==> config.mk <==
export PLATFORM = sky130hd
export DESIGN_NAME = xor_checked_frame_parser_top
export DESIGN_NICKNAME = d
export VERILOG_FILES = /design/src/rtl/xcfp_pkg.sv /design/src/rtl/xcfp_parser.sv /design/src/rtl/xcfp_queue.sv /design/src/rtl/xcfp_outreg.sv /design/src/rtl/xor_checked_frame_parser_top.sv
export SDC_FILE = /design/constraint.sdc
export NUM_CORES = 1
export LEC_CHECK = 0
export ABC_CLOCK_PERIOD_IN_PS = 14300
export BUFFER_PORTS_ARGS = -buffer_cell sky130_fd_sc_hd__buf_2
export CORE_MARGIN = 2
export CORE_UTILIZATION = 40
export CTS_CLUSTER_DIAMETER = 60
export DETAILED_ROUTE_END_ITERATION = 16
export GPL_TIMING_DRIVEN = 0
export SYNTH_ARGS = -nofsm -noshare
export SYNTH_HDL_FRONTEND = slang
export SYNTH_HIERARCHICAL = 1
export SYNTH_SLANG_ARGS = --single-unit
==> constraint.sdc <==
create_clock -name i_clk -period 14.3 [get_ports i_clk]
set_input_delay 2.86 -clock i_clk [delete_from_list [all_inputs] [get_ports i_clk]]
set_output_delay 2.86 -clock i_clk [all_outputs]
set_load 0.005 [all_outputs]
==> src/rtl/xcfp_pkg.sv <==
`default_nettype none

package xcfp_pkg;

    typedef enum logic [2:0] {
        PH_HUNT = 3'd0,
        PH_CMD  = 3'd1,
        PH_LEN  = 3'd2,
        PH_DATA = 3'd3,
        PH_CKHI = 3'd4,
        PH_CKLO = 3'd5
    } t_phase;

    typedef enum logic [1:0] {
        KIND_HEADER = 2'd0,
        KIND_DATA   = 2'd1,
        KIND_END    = 2'd2
    } t_kind;

    localparam int FIELD_LEN_W = 32;
    localparam int TDATA_W     = 56;
    localparam int Q_DEPTH     = 2;
    localparam int Q_AW        = 1;

    typedef struct packed {
        t_kind                   kind;
        logic [7:0]              command;
        logic [FIELD_LEN_W-1:0]  length;
        logic [7:0]              data;
        logic                    ok;
        logic                    last;
    } t_item;

endpackage

`default_nettype wire

==> src/rtl/xcfp_parser.sv <==
`default_nettype none

module xcfp_parser
    import xcfp_pkg::*;
#(
    parameter int LENGTH_BITS = 32
) (
    input  wire logic        i_clk,
    input  wire logic        i_rst_n,
    input  wire logic        i_cfg_we,
    input  wire logic [15:0] i_cfg_data,
    input  wire logic        i_take,
    input  wire logic [7:0]  i_byte,
    output logic             o_push,
    output t_item            o_item
);

    t_phase                  r_phase, n_phase;
    logic [15:0]             r_mark;
    logic [7:0]              r_prev, n_prev;
    logic                    r_prev_valid, n_prev_valid;
    logic [7:0]              r_cmd, n_cmd;
    logic [FIELD_LEN_W-1:0]  r_len_acc, n_len_acc;
    logic [LENGTH_BITS-1:0]  r_frame_len, n_frame_len;
    logic [LENGTH_BITS-1:0]  r_left, n_left;
    logic [1:0]              r_len_idx, n_len_idx;
    logic [7:0]              r_xor, n_xor;
    logic [7:0]              r_ckhi, n_ckhi;
    logic [FIELD_LEN_W-1:0]  w_len_full;

    assign w_len_full = {r_len_acc[FIELD_LEN_W-9:0], i_byte};

    always_ff @(posedge i_clk) begin
        if (!i_rst_n) begin
            r_phase      <= PH_HUNT;
            r_prev_valid <= 1'b0;
            r_mark       <= '0;
        end else begin
            if (i_cfg_we) begin
                r_mark <= i_cfg_data;
            end
            if (i_take) begin
                r_phase      <= n_phase;
                r_prev_valid <= n_prev_valid;
            end
        end
    end

    always_ff @(posedge i_clk) begin
        if (i_take) begin
            r_prev      <= n_prev;
            r_cmd       <= n_cmd;
            r_len_acc   <= n_len_acc;
            r_frame_len <= n_frame_len;
            r_left      <= n_left;
            r_len_idx   <= n_len_idx;
            r_xor       <= n_xor;
            r_ckhi      <= n_ckhi;
        end
    end

    always_comb begin
        n_phase      = r_phase;
        n_prev       = r_prev;
        n_prev_valid = r_prev_valid;
        n_cmd        = r_cmd;
        n_len_acc    = r_len_acc;
        n_frame_len  = r_frame_len;
        n_left       = r_left;
        n_len_idx    = r_len_idx;
        n_xor        = r_xor;
        n_ckhi       = r_ckhi;
        o_push       = 1'b0;
        o_item.kind  = KIND_HEADER;
        o_item.data  = '0;
        o_item.ok    = 1'b0;
        o_item.last  = 1'b0;

        unique case (r_phase)
            PH_CMD: begin
                n_cmd     = i_byte;
                n_xor     = r_xor ^ i_byte;
                n_len_acc = '0;
                n_len_idx = '0;
                n_phase   = PH_LEN;
            end
            PH_LEN: begin
                n_len_acc = w_len_full;
                n_xor     = r_xor ^ i_byte;
                n_len_idx = r_len_idx + 2'd1;
                if (r_len_idx == 2'd3) begin
                    if ((w_len_full >> LENGTH_BITS) != '0) begin
                        n_frame_len = '1;
                    end else begin
                        n_frame_len = w_len_full[LENGTH_BITS-1:0];
                    end
                    n_left      = n_frame_len;
                    n_phase     = (n_frame_len != '0) ? PH_DATA : PH_CKHI;
                    o_push      = i_take;
                    o_item.kind = KIND_HEADER;
                end
            end
            PH_DATA: begin
                n_xor  = r_xor ^ i_byte;
                n_left = r_left - LENGTH_BITS'(1);
                if (r_left == LENGTH_BITS'(1)) begin
                    n_phase = PH_CKHI;
                end
                o_push      = i_take;
                o_item.kind = KIND_DATA;
                o_item.data = i_byte;
            end
            PH_CKHI: begin
                n_ckhi  = i_byte;
                n_phase = PH_CKLO;
            end
            PH_CKLO: begin
                n_phase      = PH_HUNT;
                n_prev_valid = 1'b0;
                o_push       = i_take;
                o_item.kind  = KIND_END;
                o_item.ok    = (r_ckhi == 8'd0) && (i_byte == r_xor);
                o_item.last  = 1'b1;
            end
            default: begin
                if (r_prev_valid && ({r_prev, i_byte} == r_mark)) begin
                    n_xor        = r_prev ^ i_byte;
                    n_prev_valid = 1'b0;
                    n_phase      = PH_CMD;
                end else begin
                    n_prev       = i_byte;
                    n_prev_valid = 1'b1;
                    n_phase      = PH_HUNT;
                end
            end
        endcase

        o_item.command = n_cmd;
        o_item.length  = FIELD_LEN_W'(n_frame_len);
    end

endmodule

`default_nettype wire

==> src/rtl/xcfp_queue.sv <==
`default_nettype none

module xcfp_queue
    import xcfp_pkg::*;
(
    input  wire logic  i_clk,
    input  wire logic  i_rst_n,
    input  wire logic  i_push,
    input  wire t_item i_item,
    input  wire logic  i_pop,
    output logic       o_full,
    output logic       o_valid,
    output t_item      o_item
);

    t_item             r_mem [Q_DEPTH];
    logic [Q_AW-1:0]   r_wr, r_rd;
    logic [Q_AW:0]     r_count;

    assign o_full  = (r_count == (Q_AW+1)'(Q_DEPTH));
    assign o_valid = (r_count != '0);
    assign o_item  = r_mem[r_rd];

    always_ff @(posedge i_clk) begin
        if (i_push) begin
            r_mem[r_wr] <= i_item;
        end
    end

    always_ff @(posedge i_clk) begin
        if (!i_rst_n) begin
            r_wr    <= '0;
            r_rd    <= '0;
            r_count <= '0;
        end else begin
            if (i_push) begin
                r_wr <= r_wr + Q_AW'(1);
            end
            if (i_pop) begin
                r_rd <= r_rd + Q_AW'(1);
            end
            r_count <= r_count + (Q_AW+1)'(i_push) - (Q_AW+1)'(i_pop);
        end
    end

endmodule

`default_nettype wire

==> src/rtl/xcfp_outreg.sv <==
`default_nettype none

module xcfp_outreg
    import xcfp_pkg::*;
(
    input  wire logic  i_clk,
    input  wire logic  i_rst_n,
    input  wire logic  i_valid,
    input  wire t_item i_item,
    output logic       o_pop,
    input  wire logic  i_ready,
    output logic       o_valid,
    output t_item      o_item
);

    logic r_valid;
    t_item r_item;

    assign o_pop   = i_valid && (!r_valid || i_ready);
    assign o_valid = r_valid;
    assign o_item  = r_item;

    always_ff @(posedge i_clk) begin
        if (!i_rst_n) begin
            r_valid <= 1'b0;
        end else if (o_pop) begin
            r_valid <= 1'b1;
        end else if (i_ready) begin
            r_valid <= 1'b0;
        end
    end

    always_ff @(posedge i_clk) begin
        if (o_pop) begin
            r_item <= i_item;
        end
    end

endmodule

`default_nettype wire

==> src/rtl/xor_checked_frame_parser_top.sv <==
// Frame parser for a received byte stream: hunts for the 16-bit start mark
// (high byte first), then reads a command byte, a 4-byte big-endian length,
// the payload and a 16-bit checksum (XOR of all earlier frame bytes, so the
// high byte must be zero). Emits a header beat, one beat per payload byte and
// an end beat with tlast and the verdict; drop the frame downstream on a bad
// verdict. One byte is taken every cycle while the queue is not full. The
// parser state machine feeds a two-entry queue and then an output register,
// through which each result reaches the master side. The input stalls only
// once the queue is full behind a stalled output. LENGTH_BITS sets the length
// counter width; wider declared lengths saturate.
`default_nettype none

module xor_checked_frame_parser_top
    import xcfp_pkg::*;
#(
    parameter int LENGTH_BITS = 32
) (
    input  wire logic               i_clk,
    input  wire logic               i_rst_n,
    input  wire logic               i_cfg_we,
    input  wire logic [15:0]        i_cfg_data,
    input  wire logic               s_axis_tvalid,
    output logic                    s_axis_tready,
    input  wire logic [7:0]         s_axis_tdata,   // byte_value
    output logic                    m_axis_tvalid,
    input  wire logic               m_axis_tready,
    output logic [TDATA_W-1:0]      m_axis_tdata,   // command, payload_length, data_byte,
                                                    // checksum_ok, zero fill
    output logic [1:0]              m_axis_tuser,   // item_kind
    output logic                    m_axis_tlast    // last
);

    logic  w_take, w_push, w_full, w_q_valid, w_pop;
    t_item w_p_item, w_q_item, w_o_item;

    assign s_axis_tready = !w_full;
    assign w_take        = s_axis_tvalid && !w_full;

    xcfp_parser #(
        .LENGTH_BITS(LENGTH_BITS)
    ) u_parser (
        .i_clk      (i_clk),
        .i_rst_n    (i_rst_n),
        .i_cfg_we   (i_cfg_we),
        .i_cfg_data (i_cfg_data),
        .i_take     (w_take),
        .i_byte     (s_axis_tdata),
        .o_push     (w_push),
        .o_item     (w_p_item)
    );

    xcfp_queue u_queue (
        .i_clk   (i_clk),
        .i_rst_n (i_rst_n),
        .i_push  (w_push),
        .i_item  (w_p_item),
        .i_pop   (w_pop),
        .o_full  (w_full),
        .o_valid (w_q_valid),
        .o_item  (w_q_item)
    );

    xcfp_outreg u_outreg (
        .i_clk   (i_clk),
        .i_rst_n (i_rst_n),
        .i_valid (w_q_valid),
        .i_item  (w_q_item),
        .o_pop   (w_pop),
        .i_ready (m_axis_tready),
        .o_valid (m_axis_tvalid),
        .o_item  (w_o_item)
    );

    assign m_axis_tdata = {7'd0, w_o_item.ok, w_o_item.data, w_o_item.length,
                           w_o_item.command};
    assign m_axis_tuser = w_o_item.kind;
    assign m_axis_tlast = w_o_item.last;

endmodule

`default_nettype wire

# Word-level counts from Yosys, hierarchy flattened

Memories as Yosys holds them, arrays and structs flattened. A register that Yosys moved wholly into a read port is not among the register bits.
Cells that the tools add are included.

Bits in registers: 147
Bits in writable memories: 104
Input bits: 29
Output and inout bits: 61
Word-level logic and storage cells: 93
Memories: 1

Memories:

| memory        | words | bits a word | read ports | clocked after memory_dff | write ports | RTL line         | source |
|---|---|---|---|---|---|---|---|
| u_queue.r_mem | 2     | 52          | 1          | 1                        | 1           | xcfp_queue.sv:16 | `t_item r_mem [Q_DEPTH];` |

Add/sub/neg operators: 6
Equal/unequal tests: 12
Mux-type cells: 27
Bitwise gates (word level): 6
Reductions and logical operators: 26

Operator list:

| kind                                               | count |
|---|---|
| 2-to-1 mux 32 bit                                  | 5 |
| one-hot mux 32 bit (2 select lines)                | 1 |
| one-hot mux 24 bit (2 select lines)                | 1 |
| == test 32 x 1 -> 1 bit, second input constant     | 1 |
| nonzero test 32 bit                                | 1 |
| subtractor 32 x 1 -> 32 bit, second input constant | 1 |
| 2-to-1 mux 8 bit                                   | 3 |
| == test 16 bit                                     | 1 |
| one-hot mux 8 bit (2 select lines)                 | 1 |
| bitwise XOR 8 bit                                  | 2 |
| one-hot mux 3 bit (5 select lines)                 | 1 |
| AND reduction 3 bit                                | 4 |
| nonzero test 2 bit                                 | 5 |
| 2-to-1 mux 3 bit                                   | 3 |
| == test 8 bit                                      | 1 |
| logical NOT 8 bit                                  | 1 |
| one-hot mux 2 bit (2 select lines)                 | 2 |
| 2-to-1 mux 1 bit                                   | 7 |
| == test 3 x 2 -> 1 bit, second input constant      | 2 |
| == test 3 bit, second input constant               | 2 |
| AND reduction 2 bit                                | 3 |
| OR reduction 5 bit                                 | 1 |
| == test 2 bit, second input constant               | 2 |
| logical AND 1 bit                                  | 4 |
| 14 further kinds                                   | 22 |

# Logic depth before layout (Yosys ltp)

Gate-level depths: netlist of run 1.

Depth after elaboration: 7
Mapped depth: 9
Depth with buffers taken out: 8

# Modules after synthesis

The synthesis of run 1 kept the hierarchy.

By module, submodules not included:

| module                       | times used | cells each | area an instance (µm²) | sequential area each (µm²) |
|---|---|---|---|---|
| xcfp_parser                  | 1          | 551        | 6,892.9                | 4,063.9 |
| xcfp_queue                   | 1          | 183        | 4,235.3                | 3,223.1 |
| xcfp_outreg                  | 1          | 56         | 1,609.0                | 1,581.5 |
| xor_checked_frame_parser_top | 1          | 10         | 66.3                   | 0.0 |

# Worst setup path after synthesis of run 1

OpenSTA, ideal clock, no wires.

Path kind: input to register
Start point: input s_axis_tvalid
End point: memory u_queue/r_mem[0][0] (netlist bit) (enable)
Setup time: 0.469 ns
Arrival time: 7.634 ns
Required time: 13.831 ns
Setup slack: 6.197 ns
Stages on the path: 4
Buffers on the path: 0
Cells stage by stage: nor2b_1 -> inv_1 -> nor2_1 -> nor2b_1

Word-level cells in the longest chain between the ends: 5

Ends and longest elaborated chain:

| item                                     | RTL line                           | source |
|---|---|---|
| start: declaration                       | xor_checked_frame_parser_top.sv:22 | `input wire logic s_axis_tvalid,` |
| logical AND 1 bit *                      | xor_checked_frame_parser_top.sv:37 | `assign w_take = s_axis_tvalid && !w_full;` |
| 2-to-1 mux 1 bit                         | xcfp_parser.sv:91                  | `if (r_len_idx == 2'd3) begin` |
| one-hot mux 1 bit (2 select lines) *     | xcfp_parser.sv:79                  | `unique case (r_phase)` |
| via w_push                               | xor_checked_frame_parser_top.sv:33 | `logic w_take, w_push, w_full, w_q_valid, w_pop;` |
| 2-to-1 mux 1 bit *                       | xcfp_queue.sv:25                   | `if (i_push) begin` |
| 2-to-1 mux 1 bit (not written as such) * | xcfp_queue.sv:26                   | `r_mem[r_wr] <= i_item;` |
| end: declaration                         | xcfp_queue.sv:16                   |  |

Mark *: on every way through the listed nets, which the timed path passes. The rest lies on a longest branch.

# Worst setup path after layout of run 1

Start point: input s_axis_tdata[5]
End point: register u_parser.r_prev[2] (enable)

Word-level cells in the longest chain between the ends: 4

Ends and longest elaborated chain:

| item                                 | RTL line                           | source |
|---|---|---|
| start: declaration                   | xor_checked_frame_parser_top.sv:24 | `input wire logic [7:0] s_axis_tdata,` |
| == test 16 bit                       | xcfp_parser.sv:126                 | `if (r_prev_valid && ({r_prev, i_byte} == r_mark)) begin` |
| logical AND 1 bit                    | xcfp_parser.sv:126                 |  |
| NOT 1 bit (no source line)           | -                                  |  |
| AND reduction 3 bit (no source line) | -                                  |  |
| end signal: assignment               | xcfp_parser.sv:51                  | `r_prev <= n_prev;` |
| end: declaration                     | xcfp_parser.sv:20                  | `logic [7:0] r_prev, n_prev;` |

No other way between the ends.
A chain may end at the register's enable or synchronous reset.

==> impl_metrics.tcl, run 1 <==
set metrics [dict create \
    timing.reg2reg.worst_path_depth 8 \
    ys_ff_latch 304 \
    pin_count 90 \
    hold_violation_count_in_the_final_report 0 \
    cts_htree_levels 2 \
    start_util_pct 40.57 \
    area_growth_pct 17.43 \
    post_cts_buffers 0 \
    setup_violations 0 \
    initial_antenna_violation_count 0 \
    remaining_drc_errors 0 \
    overflow 0 \
    gr-usage-all-layers_pct 14.89 \
    crit_required_ps 14510 \
    post_synth_and_or_nand_nor_area_fraction_pct 9.078 \
    ys.warnings.count 6 \
    final.setup_skew_ps 20.46 \
    drv_slew 0 \
    tns_ps 0 \
    ys.flop_type "sky130_fd_sc_hd__edfxtp_1" \
    io_buffer_count 81 \
    clkLatencyLatePin_ps 510 \
    relSlewSlack_pct 24.36 \
    min_period_over_period_pct 33.79 \
    die_area_um2 33460 \
    clock_tree_from_tritoncts "yes" \
    placementRows 65 \
    globalRouteMet3Util_pct 2.502 \
    irDropWorstVdd_uv 69.11 \
    drt-initial-drc-count 515 \
    post_synth_xor_area_fraction_pct 4.417 \
    synth.mux.area_fraction_pct 11.43 \
    detailed_place_hpwl_um 16160 \
    crit_path_end_kind "flop" \
    timing_worst_setup_path_type "input port to flop" \
    worst_path_slowest_cell "sky130_fd_sc_hd__clkbuf_1" \
    synth-edff-count 278 \
    crit_fanout 9 \
    wire_length_of_the_first_global_routing_pass_um 38510 \
    largest_family_of_logic_cells_by_synthesized_area "multiplexers" \
    rsz0062_at_grt "false" \
    whs_path_depth 2 \
    grt_util_met2_pct 23.73 \
    cts-root-buf "sky130_fd_sc_hd__clkbuf_16" \
    placedInstanceArea_um2 13860 \
    layout.nets 963 \
    dieWidth_um 182.9 \
    number_of_buffer_and_inverter_stages_on_the_critical_path 2 \
    antenna_left 0 \
    clk_sink_count 304 \
    ctsHoldBuffers 0 \
    syn-cell-area_um2 12800 \
    postLayoutCoreUtil_pct 47.65 \
    critical_path_arrival_ps 5040 \
    cell_family_with_most_cp_delay "simple AND/OR/NAND/NOR gates" \
    synth.lib_cells_used.distinct 55 \
    total_of_cells_resized_after_clock_tree_synthesis 0 \
    busiest_layer "met2" \
    synth_compound_area_share_pct 2.570 \
    wl_per_cell_um 18.32 \
    cp.depth 7 \
    globalRouteMet1Util_pct 20.88 \
    vias 6889 \
    syn_avg_cell_area_um2 16.00 \
    cts.reportedPaths.clkPinSlew_ps 60 \
    outcome "completed" \
    async_flop_share_pct 0 \
    hold_ws_ps 522.8 \
    die_height_um 182.9 \
    layout_cells_sized_above_1_pct 28.90 \
    drt-pass1-iter-count 5 \
    holdCritPathClass "flop to flop" \
    timing.fmax_mhz 207.0 \
    worst_setup_path_start_kind "input port" \
    via_per_inst 5.077 \
    first_global_vias 6824 \
    drv_cap 0 \
    yosys.area_share.adder_pct 0.4886 \
    critical_path.max_stage_delay_ps 620 \
    post-route-cell-area_um2 15040 \
    ordered_list_of_cells_on_the_worst_path "buf_2 > clkbuf_1 > xor2_1 > or4_1 > nor4_1 > a32oi_1 > and2_1" \
    static_power_due_to_leakage_uw 0.005395 \
    grt_start_max_net_pins 37 \
    synth.yosys.seq_area_share_pct 69.27 \
    clock_path_buffers 3 \
    antennaDiodeCount 0 \
    wl_um 24860 \
    power.density_cell_area_nw_per_um2 167.8 \
    period_needed_ps 4831 \
    number_of_cells_produced_by_synthesis 800 \
    place_congestion 0.8251 \
    tightest_slew_ps 1135 \
    core_area_um2 31560 \
    num_cts_buffers 35 \
]
[power by group]
group          switching (µW)  internal, µW  total [µW]
logic                     232           213         445
clock network             355           541         897
registers                39.8          1140        1180
[registers in the layout, indices dropped and copies added (netlist names), 16 cells and up, named ones only]
register and flops:
u_queue/r_mem 104, u_outreg/o_item 52, u_parser/r_frame_len 32, u_parser/r_left 32
u_parser/r_len_acc 24, u_parser/r_mark 16
[synthesized netlist by cell type (all sizes together), types with 2 or more instances]
cell    instances  area share (%)
o21a            4            0.23
nand2          35             1.0
ha              5            0.49
and2            6            0.29
or2             2           0.098
nand3           5            0.20
and3           37             1.8
buf            21             1.6
clkbuf         29            0.85
mux2           92             9.6
or4             5            0.35
nor2b          10            0.55
dfxtp          26             4.1
inv             9            0.26
nand3b          3            0.18
xor2            9            0.62
mux2i          24             1.9
nand4          10            0.54
a32oi           2            0.14
o21ai          36             1.5
edfxtp        278              65
nor4           26             1.5
xnor2          53             3.6
a31o            2            0.14
nor2           28            0.82
o31ai           2            0.12
nor3           19             1.1
a21oi           3            0.12
or3             4            0.21
nand2b          3            0.15
nand4b          2            0.14
[kinds of logic (layout without fill, tap and decap cells)]
logic type / count (synthesis) / after routing
xor gates and xnor gates: 63 / 63
AOI/OAI and AO/OA: 54 / 54
adders and majority gates: 5 / 5
other: 1 / 7
DFF: 304 / 304
buffers and inverters: 59 / 208
and+or+nand+nor: 198 / 198
muxes: 116 / 116
[worst reg2reg max path: stages (launching register included)]
cell and delay [ps]:
sky130_fd_sc_hd__dfxtp_1 310, sky130_fd_sc_hd__clkbuf_1 310, sky130_fd_sc_hd__inv_1 180, sky130_fd_sc_hd__clkbuf_1 250, sky130_fd_sc_hd__nor2_1 380, sky130_fd_sc_hd__nor2_1 90
sky130_fd_sc_hd__nor2_1 270, sky130_fd_sc_hd__and2_2 560, sky130_fd_sc_hd__buf_12 300
[worst paths after layout]
path | startpoint | end | slack, ps
setup / recovery | s_axis_tdata[5] | u_parser/r_prev[2] | 9470
setup reg to reg | u_parser/r_phase[0] | u_queue/r_mem[1][36] | 11290
hold reg to reg | u_parser/r_mark[9] | u_parser/r_mark[9] | 520
hold / removal | u_parser/r_mark[9] | u_parser/r_mark[9] | 520
[layer usage]
metal | part of all wire [%] | routed length (µm)
met5 | 0 | 0
met4 | 2.7 | 661
met3 | 4.7 | 1165
met2 | 46 | 11500
met1 | 46 | 11530
[stage by stage]
step	instances	setup WS, ps	total power (µW)
after global routing	1357	9386	2632
final	1357	9469	2523
after global placement	1289	3105	1636
after floorplan	806	6197	1504
after CTS	1357	9505	2554
after detailed placement	1294	8984	1652
[placed cells by master, fill, tap and decap left out, drive strengths merged, types with 2 or more instances in the layout]
| cell type | count |
|---|---|
| nor2b | 10 |
| inv | 11 |
| clkinv | 15 |
| and3 | 37 |
| clkbuf | 68 |
| nor4 | 26 |
| nand4 | 10 |
| nand2 | 35 |
| o21ai | 36 |
| a21oi | 3 |
| xnor2 | 53 |
| bufinv | 4 |
| a32oi | 2 |
| dfxtp | 26 |
| ha | 5 |
| nand4b | 2 |
| o31ai | 2 |
| nor3 | 19 |
| edfxtp | 278 |
| a31o | 2 |
| nand3 | 5 |
| or2 | 2 |
| or4 | 5 |
| nand3b | 3 |
| nand2b | 3 |
| xor2 | 9 |
| or3 | 4 |
| and2 | 6 |
| mux2 | 92 |
| buf | 107 |
| nor2 | 28 |
| conb | 7 |
| clkinvlp | 3 |
| o21a | 4 |
| mux2i | 24 |
[cell type report]
class | count | area [µm²]
fill | 2716 | 16520
sequential | 304 | 8869
multi-input combinational | 443 | 3635
clock buffer | 39 | 922.1
timing repair buffer | 86 | 505.5
tap | 402 | 503.0
buffer | 50 | 314.1
clock inverter | 24 | 254.0
inverter | 9 | 33.78
Note: power is estimated with default switching activity, not from simulation.
==> inputs of run 2 (changes only) <==
--- a/config.mk
+++ b/config.mk
@@ -5,7 +5,7 @@
 export SDC_FILE = /design/constraint.sdc
 export NUM_CORES = 1
 export LEC_CHECK = 0
-export ABC_CLOCK_PERIOD_IN_PS = 14300
+export ABC_CLOCK_PERIOD_IN_PS = 4900
 export BUFFER_PORTS_ARGS = -buffer_cell sky130_fd_sc_hd__buf_2
 export CORE_MARGIN = 2
 export CORE_UTILIZATION = 40
==> constraint.sdc (replaced) <==
create_clock -name i_clk -period 4.9 [get_ports i_clk]
set_input_delay 0.98 -clock i_clk [delete_from_list [all_inputs] [get_ports i_clk]]
set_output_delay 0.98 -clock i_clk [all_outputs]
set_load 0.005 [all_outputs]
==> run 2 against run 1 <==
Utilization decreased by 0.42 points. Critical path type unchanged. Total power rose to 2.8 times the previous value. Clock power grew to 2.6 times the previous value. Largest power group unchanged. Critical endpoint is now u_parser/r_prev[7].
==> impl_metrics.tcl, run 2 (same netlist as run 1, synthesis figures left out) <==
set metrics [dict create \
    outcome "completed" \
    rsz0062_at_grt "false" \
    drv_cap 0 \
    crit_required_ps 5110 \
    layout.nets 962 \
    tightest_slew_ps 1151 \
    placementRows 65 \
    number_of_buffer_and_inverter_stages_on_the_critical_path 2 \
    vias 6871 \
    irDropWorstVdd_uv 202.4 \
    worst_path_slowest_cell "sky130_fd_sc_hd__clkbuf_1" \
    wl_per_cell_um 18.47 \
    ctsHoldBuffers 0 \
    place_worst_setup_slack_ps 1413 \
    total_switching_power_uw 1795 \
    grt_start_max_net_pins 37 \
    total_of_cells_resized_after_clock_tree_synthesis 0 \
    gr-usage-all-layers_pct 15.00 \
    layout.cells.most_common_list "278 x sky130_fd_sc_hd__edfxtp_1, 87 x sky130_fd_sc_hd__buf_2, 53 x sky130_fd_sc_hd__xnor2_1, 50 x sky130_fd_sc_hd__mux2_4, 42 x sky130_fd_sc_hd__mux2_2" \
    io_buffer_count 81 \
    internal_power_uw 5322 \
    flip_flop_count_of_the_largest_register_all_copies_and_words_added 104 \
    die_area_um2 33460 \
    logic_pwr_share_pct 18.5 \
    core_area_um2 31560 \
    die_height_um 182.9 \
    wl_um 25010 \
    critical_path.max_stage_delay_ps 610 \
    antennaDiodeCount 0 \
    area_growth_pct 16.39 \
    place_congestion 0.8094 \
    worst_setup_path_start_kind "input port" \
    holdCritPathClass "flop to flop" \
    drv_slew 0 \
    first_global_vias 6684 \
    num_cts_buffers 34 \
    hold_violation_count_in_the_final_report 0 \
    drt-pass1-iter-count 4 \
    cell_family_with_most_cp_delay "simple AND/OR/NAND/NOR gates" \
    clock_share_of_power_pct 33.1 \
    overflow 0 \
    via_per_inst 5.075 \
    clk_sink_count 304 \
    timing_worst_setup_path_type "input port to flop" \
    pin_count 90 \
    clock_tree_from_tritoncts "yes" \
    ordered_list_of_cells_on_the_worst_path "buf_2 > clkbuf_1 > xor2_1 > or4_1 > nor4_1 > a32oi_1 > and2_1" \
    antenna_left 0 \
    final.setup_skew_ps 25.63 \
    critical_path_arrival_ps 3170 \
    wire_length_of_the_first_global_routing_pass_um 38660 \
    cts_htree_levels 2 \
    clock_path_buffers 3 \
    relSlewSlack_pct 23.30 \
    min_period_over_period_pct 60.40 \
    clkLatencyLatePin_ps 510 \
    cts.reportedPaths.clkPinSlew_ps 60 \
    postLayoutCoreUtil_pct 47.22 \
    detailed_place_hpwl_um 16500 \
    commonest_non_fill_non_tap_cell_in_the_layout "sky130_fd_sc_hd__edfxtp_1" \
    post_cts_buffers 0 \
    period_needed_ps 2960 \
    drt-initial-drc-count 508 \
    dieWidth_um 182.9 \
    switching_share_pct 25.22 \
    seq_power_share_pct 48.4 \
    initial_antenna_violation_count 0 \
    remaining_drc_errors 0 \
    static_power_due_to_leakage_uw 0.005347 \
    cts-root-buf "sky130_fd_sc_hd__clkbuf_16" \
    largest-register "u_queue/r_mem" \
    crit_path_end_kind "flop" \
    start_util_pct 40.57 \
    layout_cells_sized_above_1_pct 28.57 \
    timing.fmax_mhz 337.9 \
    setup_violations 0 \
    power.density_cell_area_nw_per_um2 477.7 \
    fin_ws_ps 1940 \
    crit_fanout 9 \
]
run 2: cell types whose count changed in the layout (fill, tap and decap cells not counted):
cell                         delta
sky130_fd_sc_hd__clkinv_8       -1
sky130_fd_sc_hd__clkbuf_16      -2
sky130_fd_sc_hd__clkinvlp_4     -3
sky130_fd_sc_hd__clkinv_4       -1
sky130_fd_sc_hd__clkinv_2       +4
sky130_fd_sc_hd__clkbuf_1       +5
sky130_fd_sc_hd__buf_16         +1
sky130_fd_sc_hd__clkinv_1       -4
sky130_fd_sc_hd__inv_6          +1
sky130_fd_sc_hd__clkbuf_8       +1
sky130_fd_sc_hd__bufinv_16      -3
sky130_fd_sc_hd__buf_12         -1
run 2: power by group through the flow:
stage / clock network [µW] / registers (µW) / logic (µW)
2_1_floorplan: 0 / 3510 / 878
3_3_place_gp: 0 / 3530 / 1250
3_5_place_dp: 0 / 3500 / 1340
4_1_cts: 2430 / 3450 / 1340
5_1_grt: 2540 / 3480 / 1440
6_report: 2360 / 3450 / 1310
run 2: cell type report:
type | count | area (µm²)
Fill cell | 2777 | 16650
Sequential cell | 304 | 8869
Multi-Input combinational cell | 443 | 3635
Clock buffer | 43 | 904.6
Timing Repair Buffer | 86 | 513.0
Tap cell | 402 | 503.0
Buffer | 50 | 314.1
Clock inverter | 17 | 130.1
Inverter | 9 | 33.78
run 2: stage by stage:
| stage | total power [µW] | cell area (µm²) | setup TNS, ps | cells | hold WS (ps) |
|---|---|---|---|---|---|
| 4_1_cts | 7227 | 14900 | 0 | 1354 | 528.4 |
| 5_1_grt | 7458 | 14900 | 0 | 1354 | 538.3 |
| 6_report | 7118 | 14900 | 0 | 1354 | 524.0 |
| 3_3_place_gp | 4779 | 13740 | -141930 | 1289 | 500.6 |
| 3_5_place_dp | 4842 | 13870 | 0 | 1294 | 512.6 |
| 2_1_floorplan | 4387 | 12830 | 0 | 806 | 480.9 |
run 2: path summary, 6_finish.rpt:
kind                                     startpoint                      to  slack (ps)  cells after the start
worst min register to register  u_parser/r_mark[13]     u_parser/r_mark[13]         520                      2
worst max register to register  u_parser/r_phase[0]  u_parser/r_len_acc[20]        1980                      4
worst max-delay path                s_axis_tdata[5]      u_parser/r_prev[7]        1940                      7
worst min-delay path            u_parser/r_mark[13]     u_parser/r_mark[13]         520                      2
run 2: worst min-delay path: cells and delay by family (launching register included):
kind	cells	cell delay [ps]
and+or+nand+nor	1	70
DFF	1	340
muxes	1	70
run 2: per-layer routing:
metal  global-route usage [%]  share of wire [%]  vias to the layer above
met1                    21.40                 48                     3413
met4                    4.608                1.9                        0
met3                    2.621                4.0                       35
met5                        0                  0                        -
met2                    23.56                 46                      146
li1                         -                  -                     3277
==> inputs of run 3 (changes only) <==
--- a/config.mk
+++ b/config.mk
@@ -5,7 +5,7 @@
 export SDC_FILE = /design/constraint.sdc
 export NUM_CORES = 1
 export LEC_CHECK = 0
-export ABC_CLOCK_PERIOD_IN_PS = 4900
+export ABC_CLOCK_PERIOD_IN_PS = 2600
 export BUFFER_PORTS_ARGS = -buffer_cell sky130_fd_sc_hd__buf_2
 export CORE_MARGIN = 2
 export CORE_UTILIZATION = 40
==> constraint.sdc (replaced) <==
create_clock -name i_clk -period 2.6 [get_ports i_clk]
set_input_delay 0.52 -clock i_clk [delete_from_list [all_inputs] [get_ports i_clk]]
set_output_delay 0.52 -clock i_clk [all_outputs]
set_load 0.005 [all_outputs]
==> run 3 against run 2 <==
Global-route usage increased by 0.85 points. Largest power group unchanged. Clock-buffer cell count increased by 1. Non-clock buffer count unchanged. Combinational power increased by 92%. Register-to-register slack got worse by 1800 ps. Sequential share of layout area decreased by 1.1 points. First-iteration DRC count increased by 8.7%. Flip-flop and latch count unchanged. Sequential power increased by 88%. Total power increased by 100%. Clock skew decreased by 2.9 ps.
==> impl_metrics.tcl, run 3 (same netlist as run 1, synthesis figures left out) <==
set metrics [dict create \
    outcome "completed" \
    clock_tree_from_tritoncts "yes" \
    rsz0062_at_grt "false" \
    worst_setup_path_start_kind "flop" \
    place_congestion 0.8138 \
    postLayoutCoreUtil_pct 48.13 \
    placementRows 65 \
    layout.nets 968 \
    io_buffer_count 81 \
    power.density_cell_area_nw_per_um2 937.2 \
    relSlewSlack_pct 13.58 \
    logic_pwr_share_pct 17.6 \
    layout_cells_sized_above_1_pct 30.18 \
    holdCritPathClass "input port to flop" \
    switching_share_pct 25.11 \
    die_height_um 182.9 \
    hold_violation_count_in_the_final_report 0 \
    total_switching_power_uw 3574 \
    largest-register "u_queue/r_mem" \
    timing.fmax_mhz 409.4 \
    layout.cells.most_common_list "278 x sky130_fd_sc_hd__edfxtp_1, 87 x sky130_fd_sc_hd__buf_2, 53 x sky130_fd_sc_hd__xnor2_1, 50 x sky130_fd_sc_hd__mux2_4, 42 x sky130_fd_sc_hd__mux2_2" \
    grt_start_max_net_pins 37 \
    cts.reportedPaths.clkPinSlew_ps 50 \
    ordered_list_of_cells_on_the_worst_path "inv_1 > ha_1 > or3b_1 > clkbuf_1 > nor4_1 > xnor2_1 > o21ai_1" \
    commonest_non_fill_non_tap_cell_in_the_layout "sky130_fd_sc_hd__edfxtp_1" \
    via_per_inst 5.188 \
    number_of_buffer_and_inverter_stages_on_the_critical_path 2 \
    flip_flop_count_of_the_largest_register_all_copies_and_words_added 104 \
    irDropWorstVdd_uv 656.4 \
    ctsHoldBuffers 0 \
    wire_length_of_the_first_global_routing_pass_um 40870 \
    antennaDiodeCount 0 \
    critical_path_arrival_ps 2680 \
    crit_required_ps 2840 \
    die_area_um2 33460 \
    crit_path_end_kind "flop" \
    static_power_due_to_leakage_uw 0.005469 \
    antenna_left 0 \
    gr-usage-all-layers_pct 15.85 \
    num_cts_buffers 37 \
    first_global_vias 7043 \
    setup_violations 0 \
    detailed_place_hpwl_um 16140 \
    clkLatencyLatePin_ps 520 \
    overflow 0 \
    drv_cap 0 \
    tns_ps 0 \
    clock_share_of_power_pct 36.7 \
    vias 7071 \
    pin_count 90 \
    power_uw 14230 \
    drt-initial-drc-count 552 \
    internal_power_uw 10660 \
    cts-root-buf "sky130_fd_sc_hd__clkbuf_16" \
    hold_ws_ps 204.9 \
    wl_per_cell_um 19.13 \
    critical_path.max_stage_delay_ps 460 \
    min_period_over_period_pct 93.95 \
    remaining_drc_errors 0 \
    non_filler_cells_final 1363 \
    clock_path_buffers 3 \
    placed_cells_incl_taps 1292 \
    tightest_slew_ps 1291 \
    core_area_um2 31560 \
    cell_family_with_most_cp_delay "simple AND/OR/NAND/NOR gates" \
    seq_power_share_pct 45.6 \
    wl_um 26080 \
    drt-pass1-iter-count 5 \
    rrSetupSlack_ps 160 \
    area_growth_pct 18.63 \
    start_util_pct 40.57 \
    dieWidth_um 182.9 \
    initial_antenna_violation_count 0 \
    final.setup_skew_ps 22.76 \
    worst_path_slowest_cell "sky130_fd_sc_hd__edfxtp_1" \
    clk_sink_count 304 \
    cts_htree_levels 2 \
    period_needed_ps 2443 \
    timing_worst_setup_path_type "flop to flop" \
    drv_slew 0 \
    crit_fanout 10 \
]
==> run 3: cell types whose count changed in the layout (fill, tap and decap cells not counted), moves of 2 or more <==
cell                        previous run  this run
sky130_fd_sc_hd__nor2_1               28        26
sky130_fd_sc_hd__nor2b_2               0         2
sky130_fd_sc_hd__clkbuf_2              0         2
sky130_fd_sc_hd__clkbuf_16            34        37
sky130_fd_sc_hd__and2_4                0         3
sky130_fd_sc_hd__clkinv_2              6         3
sky130_fd_sc_hd__clkbuf_1             36        30
sky130_fd_sc_hd__bufinv_16             1         5
sky130_fd_sc_hd__and2_2                2         0
==> run 3: timing repair <==
action / CTS / global route
setup buffers: 3 / 0
resized for setup: 5 / 3
cloned: 3 / 0
endpoints found under the setup margin: 189 / 127
==> run 3: power groups by stage <==
stage | logic [µW] | clock network (µW) | registers (µW)
2_1_floorplan | 1680 | 0 | 6580
3_3_place_gp | 2400 | 0 | 6610
3_5_place_dp | 2510 | 0 | 6610
4_1_cts | 2550 | 5360 | 6510
5_1_grt | 2760 | 5570 | 6560
6_report | 2510 | 5230 | 6500
==> run 3: layer usage <==
layer | up-vias | share of wire, % | global-route usage (%) | wire length (µm)
li1 | 3302 | - | - | -
met1 | 3501 | 46 | 22.55 | 12000
met2 | 217 | 46 | 25.03 | 11960
met3 | 51 | 5.5 | 2.581 | 1436
met4 | 0 | 2.6 | 5.056 | 678
met5 | - | 0 | 0 | 0
==> run 3: layout make-up <==
type,instances,area (µm²)
fillers,2682,16370
flip-flops and latches,304,8869
multi-input cells,446,3687
clock buffers,44,972.2
repair buffers,87,528.0
well taps,402,503.0
plain buffers,49,312.8
clock inverters,22,282.8
inverters,9,33.78
==> run 3: per-stage QoR <==
step	setup WS [ps]	cell area, µm²
2_1_floorplan	-151.7	12860
3_5_place_dp	-771.1	13840
6_report	157.3	15190
3_3_place_gp	-1329	13770
5_1_grt	14.17	15190
4_1_cts	116.6	15180
==> run 3: path summary, 6_finish.rpt <==
check / start / to / depth (start not counted)
min: s_axis_tdata[7] / u_parser/r_ckhi[7] / 1
min reg2reg: u_queue/r_mem[0][38] / u_outreg/o_item[38] / 1
max: u_parser/r_left[0] / u_parser/r_left[24] / 7
max reg2reg: u_parser/r_left[0] / u_parser/r_left[24] / 7
